`src/rtl/delimited_field_selector_core_macros.svh`:
```
// Assertion macros for the delimited field selector core.
`ifndef DELIMITED_FIELD_SELECTOR_CORE_MACROS_SVH
`define DELIMITED_FIELD_SELECTOR_CORE_MACROS_SVH

// Condition that must hold at every clock edge out of reset.
`define DFS_ASSERT_ALWAYS(label, expr, msg) \
  label: assert property (@(posedge clk) disable iff (rst) (expr)) else $error(msg);

// Condition that must hold in the cycle after the trigger.
`define DFS_ASSERT_NEXT(label, ante, cons, msg) \
  label: assert property (@(posedge clk) disable iff (rst) (ante) |=> (cons)) else $error(msg);

`endif

```
`src/rtl/dfs_pkg.sv`:
```
// Shared types and constants of the delimited field selector.
`timescale 1ns / 1ps

package dfs_pkg;

  localparam int POS_W      = 16;
  localparam int OFF_W      = 48;
  localparam int NUM_W      = 6;
  localparam int MASK_W     = 16;
  localparam int CNT_W      = 5;
  localparam int SEP_W      = 32;
  localparam int SEP_LEN_W  = 3;
  localparam int CFG_IDX_W  = 2;
  localparam int CFG_DATA_W = 32;

  localparam int MAX_LINE   = 65536;
  localparam int POS_FIELDS = 16;
  localparam int SEP_MAX    = 4;

  localparam int POS_LIMIT_I = (MAX_LINE - 1 < 65535) ? MAX_LINE - 1 : 65535;
  localparam logic [POS_W-1:0] POS_LIMIT = POS_LIMIT_I[POS_W-1:0];

  localparam int SEP_LIM_I = (SEP_MAX < 4) ? SEP_MAX : 4;
  localparam logic [SEP_LEN_W-1:0] SEP_LIM = SEP_LIM_I[SEP_LEN_W-1:0];

  localparam int POS_SEL_I = (POS_FIELDS < MASK_W) ? POS_FIELDS : MASK_W;
  localparam logic [CNT_W-1:0] POS_SEL = POS_SEL_I[CNT_W-1:0];
  localparam logic [CNT_W-1:0] CNT_SAT = '1;

  // Configuration register indexes
  localparam logic [CFG_IDX_W-1:0] REG_SEP_BYTES = 2'd0;
  localparam logic [CFG_IDX_W-1:0] REG_SEP_LEN   = 2'd1;
  localparam logic [CFG_IDX_W-1:0] REG_POS_MASK  = 2'd2;
  localparam logic [CFG_IDX_W-1:0] REG_NEG_MASK  = 2'd3;

  typedef struct packed {
    logic                 hit;
    logic [SEP_LEN_W-1:0] len;
  } match_t;

  typedef enum logic [2:0] {
    ST_RUN  = 3'b001,
    ST_ADDR = 3'b010,
    ST_DATA = 3'b100
  } state_t;

endpackage

```
`src/rtl/dfs_byte_if.sv`:
```
// Byte channel: one line byte per transfer.
`timescale 1ns / 1ps

interface dfs_byte_if;
  logic        valid;
  logic        ready;
  logic [7:0]  data_byte;
  logic        end_of_line;
  logic [47:0] line_file_offset;

  modport source (output valid, output data_byte, output end_of_line,
                  output line_file_offset, input ready);
  modport sink (input valid, input data_byte, input end_of_line,
                input line_file_offset, output ready);
endinterface

```
`src/rtl/dfs_field_if.sv`:
```
// Field channel: one selected field per transfer.
`timescale 1ns / 1ps

interface dfs_field_if;
  logic              valid;
  logic              ready;
  logic [15:0]       field_start;
  logic [15:0]       field_length;
  logic signed [5:0] field_number;
  logic [47:0]       field_line_offset;
  logic              last_of_run;

  modport source (output valid, output field_start, output field_length,
                  output field_number, output field_line_offset,
                  output last_of_run, input ready);
  modport sink (input valid, input field_start, input field_length,
                input field_number, input field_line_offset,
                input last_of_run, output ready);
endinterface

```
`src/rtl/dfs_match.sv`:
```
// Separator matcher over the last four bytes of the line.
`timescale 1ns / 1ps

module dfs_match
  import dfs_pkg::*;
(
  input  logic [SEP_W-1:0]     sep_bytes,
  input  logic [SEP_LEN_W-1:0] sep_len,
  input  logic [23:0]          recent_bytes,
  input  logic [7:0]           data_byte,
  input  logic [1:0]           match_blackout,
  input  logic [POS_W-1:0]     byte_position,
  output match_t               m
);

  logic [SEP_LEN_W-1:0] len_eff;
  logic [31:0]          win;

  always_comb begin
    len_eff = (sep_len == '0) ? SEP_LEN_W'(1) : sep_len;
    if (len_eff > SEP_LIM) begin
      len_eff = SEP_LIM;
    end
  end

  assign win = {recent_bytes, data_byte};

  // Separator byte i lines up with window byte len-1-i (newest byte is byte 0).
  always_comb begin
    logic [SEP_LEN_W-1:0] sh;
    m.len = len_eff;
    m.hit = (match_blackout == 2'd0) &&
            (({1'b0, byte_position} + 17'd1) >= 17'(len_eff));
    for (int i = 0; i < 4; i++) begin
      sh = len_eff - SEP_LEN_W'(i) - SEP_LEN_W'(1);
      if (SEP_LEN_W'(i) < len_eff) begin
        if (win[8*sh[1:0] +: 8] != sep_bytes[8*i +: 8]) begin
          m.hit = 1'b0;
        end
      end
    end
  end

endmodule

```
`src/rtl/delimited_field_selector_core.sv`:
```
// A forward field is presented in the cycle after the byte that closes it.
// Throughput: one byte per cycle while the result side keeps up.
// Line end: each selected backward field takes a ring memory read (ST_ADDR),
// then an output load (ST_DATA); bytes are held off until the last one is loaded.
// Reset: synchronous rst clears line state and restores register defaults;
// the field ring memory is not cleared and only filled entries are read.
`timescale 1ns / 1ps
`include "delimited_field_selector_core_macros.svh"

module delimited_field_selector_core
  import dfs_pkg::*;
#(
  parameter int NEG_FIELDS = 16
)
(
  input  logic                  clk,
  input  logic                  rst,
  dfs_byte_if.sink              bytes,
  dfs_field_if.source           fields,
  input  logic                  cfg_we,
  input  logic [CFG_IDX_W-1:0]  cfg_index,
  input  logic [CFG_DATA_W-1:0] cfg_data
);

  localparam int RW = (NEG_FIELDS > 1) ? $clog2(NEG_FIELDS) : 1;
  localparam int CW = $clog2(NEG_FIELDS + 1);
  localparam logic [CW-1:0] FILL_MAX  = CW'(NEG_FIELDS);
  localparam logic [RW-1:0] HEAD_LAST = RW'(NEG_FIELDS - 1);
  localparam logic [6:0]    DEPTH7    = 7'(NEG_FIELDS);

  // configuration
  logic [SEP_W-1:0]     sep_bytes;
  logic [SEP_LEN_W-1:0] sep_len;
  logic [MASK_W-1:0]    pos_field_mask;
  logic [MASK_W-1:0]    neg_field_mask;

  // line state
  logic [POS_W-1:0] byte_position;
  logic [23:0]      recent_bytes;
  logic [1:0]       match_blackout;
  logic [CNT_W-1:0] forward_count;
  logic [POS_W-1:0] open_field_start;
  logic [CW-1:0]    ring_fill;
  logic [RW-1:0]    ring_head;
  logic [OFF_W-1:0] saved_line_offset;

  // drain control
  state_t           st;
  logic [MASK_W-1:0] drain_mask;
  logic [RW-1:0]    drain_base;
  logic [3:0]       drain_k;

  // field ring: {length, start}
  logic [31:0] ring [NEG_FIELDS];
  logic [31:0] rdata;

  // output register
  logic              ov;
  logic [POS_W-1:0]  o_start;
  logic [POS_W-1:0]  o_len;
  logic [NUM_W-1:0]  o_num;
  logic [OFF_W-1:0]  o_off;
  logic              o_last;

  match_t            m;
  logic              accept;
  logic              eol;
  logic              out_free;
  logic [16:0]       p1;
  logic [POS_W-1:0]  p1_sat;
  logic [POS_W-1:0]  sep_end;
  logic [POS_W-1:0]  close_end;
  logic [POS_W-1:0]  close_len;
  logic              do_close;
  logic              fwd_sel;
  logic [CNT_W-1:0]  cnt_m1;
  logic [RW-1:0]     head_after;
  logic [CW-1:0]     fill_after;
  logic [MASK_W-1:0] dmask;
  logic [3:0]        kidx;
  logic [MASK_W-1:0] mask_rest;
  logic [6:0]        addr_w;
  logic [RW-1:0]     rd_addr;
  logic [OFF_W-1:0]  line_off;
  logic              load_fwd;
  logic              load_bwd;

  dfs_match u_match (
    .sep_bytes      (sep_bytes),
    .sep_len        (sep_len),
    .recent_bytes   (recent_bytes),
    .data_byte      (bytes.data_byte),
    .match_blackout (match_blackout),
    .byte_position  (byte_position),
    .m              (m)
  );

  assign out_free    = !ov || fields.ready;
  assign bytes.ready = (st == ST_RUN) && out_free;
  assign accept      = bytes.valid && bytes.ready;
  assign eol         = bytes.end_of_line;

  always_ff @(posedge clk) begin
    if (rst) begin
      sep_bytes      <= SEP_W'(44);
      sep_len        <= SEP_LEN_W'(1);
      pos_field_mask <= '0;
      neg_field_mask <= '0;
    end else if (cfg_we) begin
      case (cfg_index)
        REG_SEP_BYTES: sep_bytes      <= cfg_data;
        REG_SEP_LEN:   sep_len        <= cfg_data[SEP_LEN_W-1:0];
        REG_POS_MASK:  pos_field_mask <= cfg_data[MASK_W-1:0];
        REG_NEG_MASK:  neg_field_mask <= cfg_data[MASK_W-1:0];
        default: begin
        end
      endcase
    end
  end

  // Positions and the field that closes on this byte. A separator and a line
  // end on the same byte never both close a non-empty field.
  always_comb begin
    p1        = {1'b0, byte_position} + 17'd1;
    p1_sat    = (p1 < {1'b0, POS_LIMIT}) ? p1[POS_W-1:0] : POS_LIMIT;
    sep_end   = 16'(p1 - 17'(m.len));
    close_end = m.hit ? sep_end : p1_sat;
    close_len = close_end - open_field_start;
    do_close  = accept && (m.hit || eol) && (forward_count != '0) &&
                (close_end > open_field_start);
    cnt_m1    = forward_count - CNT_W'(1);
    fwd_sel   = (forward_count <= POS_SEL) && pos_field_mask[cnt_m1[3:0]];
    line_off  = (byte_position == '0) ? bytes.line_file_offset : saved_line_offset;
  end

  always_comb begin
    head_after = ring_head;
    fill_after = ring_fill;
    if (do_close) begin
      head_after = (ring_head == HEAD_LAST) ? '0 : ring_head + RW'(1);
      if (ring_fill != FILL_MAX) begin
        fill_after = ring_fill + CW'(1);
      end
    end
    for (int j = 0; j < MASK_W; j++) begin
      dmask[j] = neg_field_mask[j] && (6'(fill_after) > 6'(j));
    end
  end

  // lowest selected backward field still to go
  always_comb begin
    kidx = '0;
    for (int j = MASK_W - 1; j >= 0; j--) begin
      if (drain_mask[j]) begin
        kidx = 4'(j);
      end
    end
    mask_rest = drain_mask & (drain_mask - MASK_W'(1));
    addr_w    = 7'(drain_base) + DEPTH7 - 7'(kidx) - 7'd1;
    if (addr_w >= DEPTH7) begin
      addr_w = addr_w - DEPTH7;
    end
    rd_addr = RW'(addr_w);
  end

  always_ff @(posedge clk) begin
    if (rst) begin
      byte_position     <= '0;
      recent_bytes      <= '0;
      match_blackout    <= '0;
      forward_count     <= '0;
      open_field_start  <= '0;
      ring_fill         <= '0;
      ring_head         <= '0;
      saved_line_offset <= '0;
      drain_mask        <= '0;
      st                <= ST_RUN;
    end else begin
      case (st)
        ST_RUN: begin
          if (accept) begin
            saved_line_offset <= line_off;
            if (eol) begin
              byte_position    <= '0;
              recent_bytes     <= '0;
              match_blackout   <= '0;
              forward_count    <= '0;
              open_field_start <= '0;
              ring_fill        <= '0;
              ring_head        <= '0;
              drain_mask       <= dmask;
              drain_base       <= head_after;
              if (dmask != '0) begin
                st <= ST_ADDR;
              end
            end else begin
              byte_position <= p1_sat;
              recent_bytes  <= {recent_bytes[15:0], bytes.data_byte};
              ring_fill     <= fill_after;
              ring_head     <= head_after;
              if (m.hit) begin
                if (forward_count != CNT_SAT) begin
                  forward_count <= forward_count + CNT_W'(1);
                end
                open_field_start <= p1_sat;
                match_blackout   <= 2'(m.len - SEP_LEN_W'(1));
              end else if (match_blackout != 2'd0) begin
                match_blackout <= match_blackout - 2'd1;
              end
            end
          end
        end
        ST_ADDR: begin
          drain_k <= kidx;
          st      <= ST_DATA;
        end
        ST_DATA: begin
          if (out_free) begin
            drain_mask <= mask_rest;
            st         <= (mask_rest == '0) ? ST_RUN : ST_ADDR;
          end
        end
        default: st <= ST_RUN;
      endcase
    end
  end

  always_ff @(posedge clk) begin
    if (do_close) begin
      ring[ring_head] <= {close_len, open_field_start};
    end
  end

  always_ff @(posedge clk) begin
    if (st == ST_ADDR) begin
      rdata <= ring[rd_addr];
    end
  end

  assign load_fwd = do_close && fwd_sel;
  assign load_bwd = (st == ST_DATA) && out_free;

  always_ff @(posedge clk) begin
    if (rst) begin
      ov <= 1'b0;
    end else if (load_fwd || load_bwd) begin
      ov <= 1'b1;
    end else if (fields.ready) begin
      ov <= 1'b0;
    end
  end

  always_ff @(posedge clk) begin
    if (load_fwd) begin
      o_start <= open_field_start;
      o_len   <= close_len;
      o_num   <= {1'b0, forward_count};
      o_off   <= line_off;
      o_last  <= !eol || (dmask == '0);
    end else if (load_bwd) begin
      o_start <= rdata[15:0];
      o_len   <= rdata[31:16];
      o_num   <= ~{2'b00, drain_k};  // -(k) with k = drain_k + 1
      o_off   <= saved_line_offset;
      o_last  <= (mask_rest == '0);
    end
  end

  assign fields.valid             = ov;
  assign fields.field_start       = o_start;
  assign fields.field_length      = o_len;
  assign fields.field_number      = o_num;
  assign fields.field_line_offset = o_off;
  assign fields.last_of_run       = o_last;

  `DFS_ASSERT_ALWAYS(a_ring_clear_in_drain, (st == ST_RUN) || (ring_fill == '0 && ring_head == '0), "ring index state not cleared while draining")
  `DFS_ASSERT_ALWAYS(a_fill_bound, ring_fill <= FILL_MAX, "ring fill count exceeds ring depth")
  `DFS_ASSERT_NEXT(a_last_ends_drain, st == ST_DATA && out_free && mask_rest == '0, st == ST_RUN && fields.valid && fields.last_of_run, "final backward field not marked last")

endmodule
```
`src/flat_wrapper.sv`:
```
// flat-port wrapper written by rule: the top's interface ports become plain ports
module delimited_field_selector_core_flat import dfs_pkg::*;
#(
  parameter int NEG_FIELDS = 16
)
  (clk, rst, cfg_we, cfg_index, cfg_data, bytes_valid, bytes_data_byte, bytes_end_of_line, bytes_line_file_offset, bytes_ready, fields_valid, fields_field_start, fields_field_length, fields_field_number, fields_field_line_offset, fields_last_of_run, fields_ready);
  dfs_byte_if bytes_i ();
  dfs_field_if fields_i ();
  input  logic clk;
  input  logic rst;
  input  logic cfg_we;
  input  logic [CFG_IDX_W-1:0] cfg_index;
  input  logic [CFG_DATA_W-1:0] cfg_data;
  input wire logic [$bits(bytes_i.valid)-1:0] bytes_valid;
  input wire logic [$bits(bytes_i.data_byte)-1:0] bytes_data_byte;
  input wire logic [$bits(bytes_i.end_of_line)-1:0] bytes_end_of_line;
  input wire logic [$bits(bytes_i.line_file_offset)-1:0] bytes_line_file_offset;
  output wire logic [$bits(bytes_i.ready)-1:0] bytes_ready;
  output wire logic [$bits(fields_i.valid)-1:0] fields_valid;
  output wire logic [$bits(fields_i.field_start)-1:0] fields_field_start;
  output wire logic [$bits(fields_i.field_length)-1:0] fields_field_length;
  output wire logic [$bits(fields_i.field_number)-1:0] fields_field_number;
  output wire logic [$bits(fields_i.field_line_offset)-1:0] fields_field_line_offset;
  output wire logic [$bits(fields_i.last_of_run)-1:0] fields_last_of_run;
  input wire logic [$bits(fields_i.ready)-1:0] fields_ready;
  assign bytes_i.valid = bytes_valid;
  assign bytes_i.data_byte = bytes_data_byte;
  assign bytes_i.end_of_line = bytes_end_of_line;
  assign bytes_i.line_file_offset = bytes_line_file_offset;
  assign bytes_ready = bytes_i.ready;
  assign fields_valid = fields_i.valid;
  assign fields_field_start = fields_i.field_start;
  assign fields_field_length = fields_i.field_length;
  assign fields_field_number = fields_i.field_number;
  assign fields_field_line_offset = fields_i.field_line_offset;
  assign fields_last_of_run = fields_i.last_of_run;
  assign fields_i.ready = fields_ready;
  delimited_field_selector_core #(.NEG_FIELDS(NEG_FIELDS)) u_core (.clk(clk), .rst(rst), .bytes(bytes_i), .fields(fields_i), .cfg_we(cfg_we), .cfg_index(cfg_index), .cfg_data(cfg_data));
endmodule
```
`config.mk`:
```
export PLATFORM = sky130hd
export DESIGN_NAME = delimited_field_selector_core_flat
export DESIGN_NICKNAME = d
export VERILOG_FILES = /design/src/rtl/dfs_pkg.sv /design/src/rtl/dfs_byte_if.sv /design/src/rtl/dfs_field_if.sv /design/src/rtl/dfs_match.sv /design/src/rtl/delimited_field_selector_core.sv /design/src/flat_wrapper.sv
export VERILOG_INCLUDE_DIRS = /design/src /design/src/rtl
export SDC_FILE = /design/constraint.sdc
export NUM_CORES = 1
export LEC_CHECK = 0
export BUFFER_PORTS_ARGS = -buffer_cell sky130_fd_sc_hd__buf_4
export CORE_ASPECT_RATIO = 1.1
export CORE_MARGIN = 2
export CORE_UTILIZATION = 49
export CTS_CLUSTER_SIZE = 12
export DETAILED_ROUTE_END_ITERATION = 12
export PLACE_DENSITY_LB_ADDON = 0.15
export SETUP_SLACK_MARGIN = 0.4
export SYNTH_ARGS = -nofsm -noshare
export SYNTH_HDL_FRONTEND = slang
export SYNTH_SLANG_ARGS = --single-unit
```
`constraint.sdc`:
```
create_clock -name clk -period 27.3 [get_ports clk]
set_input_delay 8.19 -clock clk [delete_from_list [all_inputs] [get_ports clk]]
set_output_delay 8.19 -clock clk [all_outputs]
set_load 0.05 [all_outputs]
```
[Word-level counts from Yosys, hierarchy flattened]
Memory sizes are Yosys's and may differ from the RTL's. A register that Yosys moved wholly into a read port is not among the register bits.
Cells that the tools add are included.
Storage, ports and cells
  RAM bits: 512
  logic and storage cells: 224
  bits of input ports: 96
  flip-flop bits (word level): 302
  memories: 1
  output and inout port bits: 89
Memory list
  u_core.ring: words 16, width 32, read ports 1, clocked after memory_dff 1, wr ports 1, line delimited_field_selector_core.sv:54  | logic [31:0] ring [NEG_FIELDS];
Operators by class
  equality and inequality tests: 17
  bitwise operators: 3
  reductions and logical operators: 58
  shifts and indexed selects: 4
  order comparisons: 27
  add/subtract/negate cells: 19
  muxes and demuxes: 72
Operator list (number)
  $mux W16: 12
  $mux W48: 3
  $shiftx A32 B6 Y8: 4
  $mux W4: 20
  $logic_not A16 Y1: 3
  $gt A5 B4 Y1 const B: 8
  $mux W5: 8
  $ne A8 B8 Y1: 4
  $pmux W16 S2: 1
  $logic_and A1 B1 Y1: 25
  $mux W24: 1
  $gt A5 B3 Y1 const B: 4
  $mux W3: 6
  $add A16 B1 Y17 const B: 1
  $ge A17 B3 Y1: 1
  $lt A17 B16 Y1 const B: 1
  $and A16 B16 Y16: 1
  $gt A16 B16 Y1: 1
  $reduce_and A4 Y1: 4
  $reduce_bool A16 Y1: 1
  $sub A16 B1 Y16 const B: 1
  $sub A16 B16 Y16: 1
  $sub A16 B3 Y16: 1
  $mux W1: 15
  39 further kinds: 73

[Longest topological paths before layout]
  word-level depth: 27
  depth in mapped cells: 31
  depth with buffers taken out: 28

[By module]
Synthesis repeated with hierarchy kept, for this count alone.
Second synthesis, totals
  cells, all modules: 2672
  area total of the unflattened synthesis: 36638.9 um2
By module, submodules not included
  delimited_field_selector_core: area each 34907.2 um2, sequential area each 23322.4 um2, times used 1, cells an instance 2431
  dfs_match: area each 1731.7 um2, sequential area each 0.0 um2, times used 1, cells an instance 241

[Least setup slack after synthesis]
Ideal clock, no wire load.
  path type: input -> output
  start: input fields_ready
  end: output bytes_ready
  buffers on the path: 0
  data required time: 19.110 ns
  data arrival time: 8.850 ns
  setup slack: 10.260 ns
  stages on the path: 3
  path through: nor2b_1 nor2_1 and2_1
On the way
  cells in the longest elaborated chain, start to end: 2
Ends and longest elaborated chain
  start, declared: line flat_wrapper.sv:25  | input wire logic [$bits(fields_i.ready)-1:0] fields_ready;
  $logic_or A1 B1 Y1: line delimited_field_selector_core.sv:98  | assign out_free = !ov || fields.ready;
  $logic_and A1 B1 Y1: line delimited_field_selector_core.sv:99  | assign bytes.ready = (st == ST_RUN) && out_free;
  end, declared: line flat_wrapper.sv:18  | output wire logic [$bits(bytes_i.ready)-1:0] bytes_ready;
No other way between the ends.

[Worst setup path in the final report]
Ends and elaborated chain as after synthesis.

==> results.yml <==
pwr:
  vdd_drop_max_mv: 0.0502
  power_density_nw_per_um2: 63.6
  p_leak_nw: 14.7
detailed_routing:
  drtPass1Iterations: 5
  drc_errors: 0
  postRouteAntennaNets: 0
  drtIter0Drc: 2108
  routed_wl_mm: 96.3
  vias_per_cell: 6.02
  num_vias: 23400
  wl_per_cell_um: 24.8
clock_network:
  cts-root-buf: "clkbuf_16"
  cts_setup_buffers: 0
  cts_resized: 0
  cts_sinks: 846
  cts_inserted_buffers: 87
  cts_tree: "built"
  clockBufferDepth: 3
  clk_latency_ns: 0.64
  cts_hold_buf: 0
  htreeDepth: 3
  path_clk_slew_ns: 0.06
sta:
  max_freq_mhz: 57.3
  slew_viol_final: 0
  fin_crit_ns: 17.44
  layout_setup_ws_ns: 9.86
  finalSetupTns_ns: 0
  relSlewSlack_pct: 9.20
  hold_violations: 0
  min_period_over_period_pct: 63.9
  fin_skew_ns: 0.0298
  final-setup-viol-count: 0
  rsz0062_at_grt: "false"
  tightest_slew_ns: 1.36
logic_synthesis:
  postSynthCellCount: 2699
  yosys_most_used_dff: "edfxtp_1"
  yosys-top-cells-count: "edfxtp_1, nand2_1, a21oi_1"
  ys_top_cells_by_area: "edfxtp_1, dfxtp_1, mux4_2"
  synthDistinctLibCells: 95
  async_flop_share_pct: 0
  ys_seq_elements: 846
  syn_area_per_cell_sq_um: 13.7
  synth_enable_flop_cells: 638
  yosysTopAreaCell: "edfxtp_1"
  synth_top_cell_area_share_pct: 51.9
  yosysMostFrequentCell: "edfxtp_1"
  yosys_warnings: 0
  synth_area_sq_um: 36900
  yosysSeqAreaShare_pct: 63.2
  synth_nets: 2832
global_routing:
  grt_max_degree: 107
  grt_pass1_wl_mm: 145
  grt_usage_pct: 24.8
  grt_overflow: 0
  grt_pass1_vias: 23400
  antenna_found_initial: 1
hold_path:
  hp-class: "reg2reg"
  hp-start: "u_core.saved_line_offset[38]"
floorplanning:
  fp.dieW_um: 266
  die_y_um: 292
  fp.dieArea_sq_um: 77600
  core_area_sq_um: 74600
  row_count: 105
  start_util_pct: 49.5
  pin_count: 185
cells_and_area:
  nNetsFinal: 2990
  drive_above_1_share_pct: 21.6
  syn2layout_area_growth_pct: 13.8
  num-fill-cells: 6080
  layoutNonFillerInstCount: 3887
  multiInputGateArea_sq_um: 12800
  regArea_sq_um: 23300
worst_setup_path:
  worstSetupStartpoint: "fields_ready"
  worstPathMaxFanout: 6
  worstPathArrival_ns: 9.25
  r2r-start: "u_core.sep_len[0]"
  crit_path_start_kind: "input port"
  critPathKind: "in2out"
  endpoint_kind: "output pin"
  worstPathRequired_ns: 19.11
placement:
  dp_hpwl_mm: 58.6
  dp_slack_ns: 9.87
  io_buffers: 184
  placed_cells: 3731
  gp_congestion: 0.925
outcome:
  status: "finished clean"
run:
  maxCapViolCount: 0
placed cells by master (no fill, tap or decap), types with 9 or more instances in the layout:
| cell type | netlist | final |
|---|---|---|
| edfxtp_1 | 638 | 638 |
| nand2_1 | 312 | 311 |
| buf_4 | 7 | 224 |
| a21oi_1 | 217 | 217 |
| dfxtp_1 | 208 | 208 |
| nor2_1 | 178 | 175 |
| mux4_2 | 164 | 164 |
| clkbuf_16 | 0 | 87 |
| inv_1 | 71 | 71 |
| mux2_2 | 68 | 68 |
| xnor2_1 | 58 | 55 |
| o21ai_0 | 51 | 50 |
| a22oi_1 | 39 | 39 |
| nor3_1 | 37 | 37 |
| clkbuf_1 | 120 | 36 |
| ha_1 | 34 | 33 |
| and3_1 | 40 | 32 |
| mux2i_1 | 29 | 29 |
| nand3_1 | 29 | 29 |
| xor2_1 | 27 | 26 |
| nand4_1 | 22 | 22 |
| mux2_1 | 21 | 21 |
| nand2b_1 | 18 | 18 |
| nor2b_1 | 17 | 17 |
| a211oi_1 | 14 | 14 |
| o22ai_1 | 14 | 14 |
| a31oi_1 | 13 | 13 |
| nor4_1 | 13 | 13 |
| o31ai_1 | 11 | 11 |
| and2_1 | 19 | 11 |
| or3_1 | 10 | 10 |
| clkbuf_8 | 0 | 9 |
state kept, by name, summed over array words and instances, names as in the netlist, 4 cells and up:
name / cells
u_core.fields.field_number: 6
u_core.ring: 512
u_core.open_field_start: 16
u_core.pos_field_mask: 16
u_core.fields.field_line_offset: 48
u_core.fields.field_length: 16
u_core.ring_head: 4
u_core.drain_k: 4
u_core.rdata: 32
u_core.recent_bytes: 24
u_core.saved_line_offset: 48
u_core.byte_position: 16
u_core.fields.field_start: 16
u_core.forward_count: 5
u_core.drain_mask: 16
u_core.neg_field_mask: 16
u_core.sep_bytes: 32
u_core.drain_base: 4
u_core.ring_fill: 5
worst paths after layout:
path / end / slack, ns / cells past startpoint
setup / recovery: bytes_ready / 9.86 / 5
setup reg to reg: u_core.fields.field_length[7] / 16.90 / 26
hold reg to reg: u_core.saved_line_offset[38] / 0.45 / 2
hold / removal: u_core.saved_line_offset[38] / 0.45 / 2
worst max-delay path, stage by stage:
cell     delay [ns]
buf_4          0.11
nor2b_1        0.41
nor2_1         0.15
and2_1         0.20
buf_4          0.20
kinds of logic (layout without fill, tap and decap cells):
family | count (synthesis) | count (layout) | synth area share, %
AOI/OAI and AO/OA | 467 | 467 | 7.98
xor gates and xnor gates | 85 | 85 | 2.02
adders and majority gates | 37 | 37 | 1.31
buffers and inverters | 233 | 457 | 2.55
DFF | 846 | 846 | 63.2
muxes | 283 | 283 | 13.5
other | 0 | 1 | 0
and+or+nand+nor | 748 | 748 | 9.44
through the flow:
step / hold WS (ns) / total power, mW / util, % / area (sq um)
2_1_floorplan: 0.432 / 1.52 / - / 36900
3_3_place_gp: 0.437 / 1.56 / 52.7 / 39300
3_5_place_dp: 0.445 / 1.57 / 52.7 / 39300
4_1_cts: 0.454 / 2.70 / 56.3 / 42000
5_1_grt: 0.467 / 2.76 / 56.3 / 42000
6_report: 0.453 / 2.67 / 56.3 / 42000
per-layer routing:
layer | vias to the layer above | share of wire (%) | track usage [%]
li1 | 10600 | - | -
met1 | 11900 | 41 | 33.3
met2 | 780 | 50 | 41.8
met3 | 170 | 5.5 | 3.33
met4 | 0 | 3.0 | 8.67
met5 | - | 0 | 0
layout make-up:
| type | instances | area share, % |
|---|---|---|
| Antenna cell | 1 | 0.00595 |
| Clock buffer | 132 | 5.80 |
| Clock inverter | 23 | 0.679 |
| Multi-Input combinational cell | 1620 | 30.4 |
| Inverter | 76 | 0.679 |
| Tap cell | 963 | 2.87 |
| Sequential cell | 846 | 55.5 |
| Timing Repair Buffer | 226 | 4.08 |
power by group:
part	total, mW	internal [mW]	switching, mW
Clock	1.13	0.648	0.486
Sequential	1.40	1.39	0.00882
Combinational	0.138	0.0540	0.0844
Total	2.67	2.09	0.579
Power figures use the tool's default switching activity.
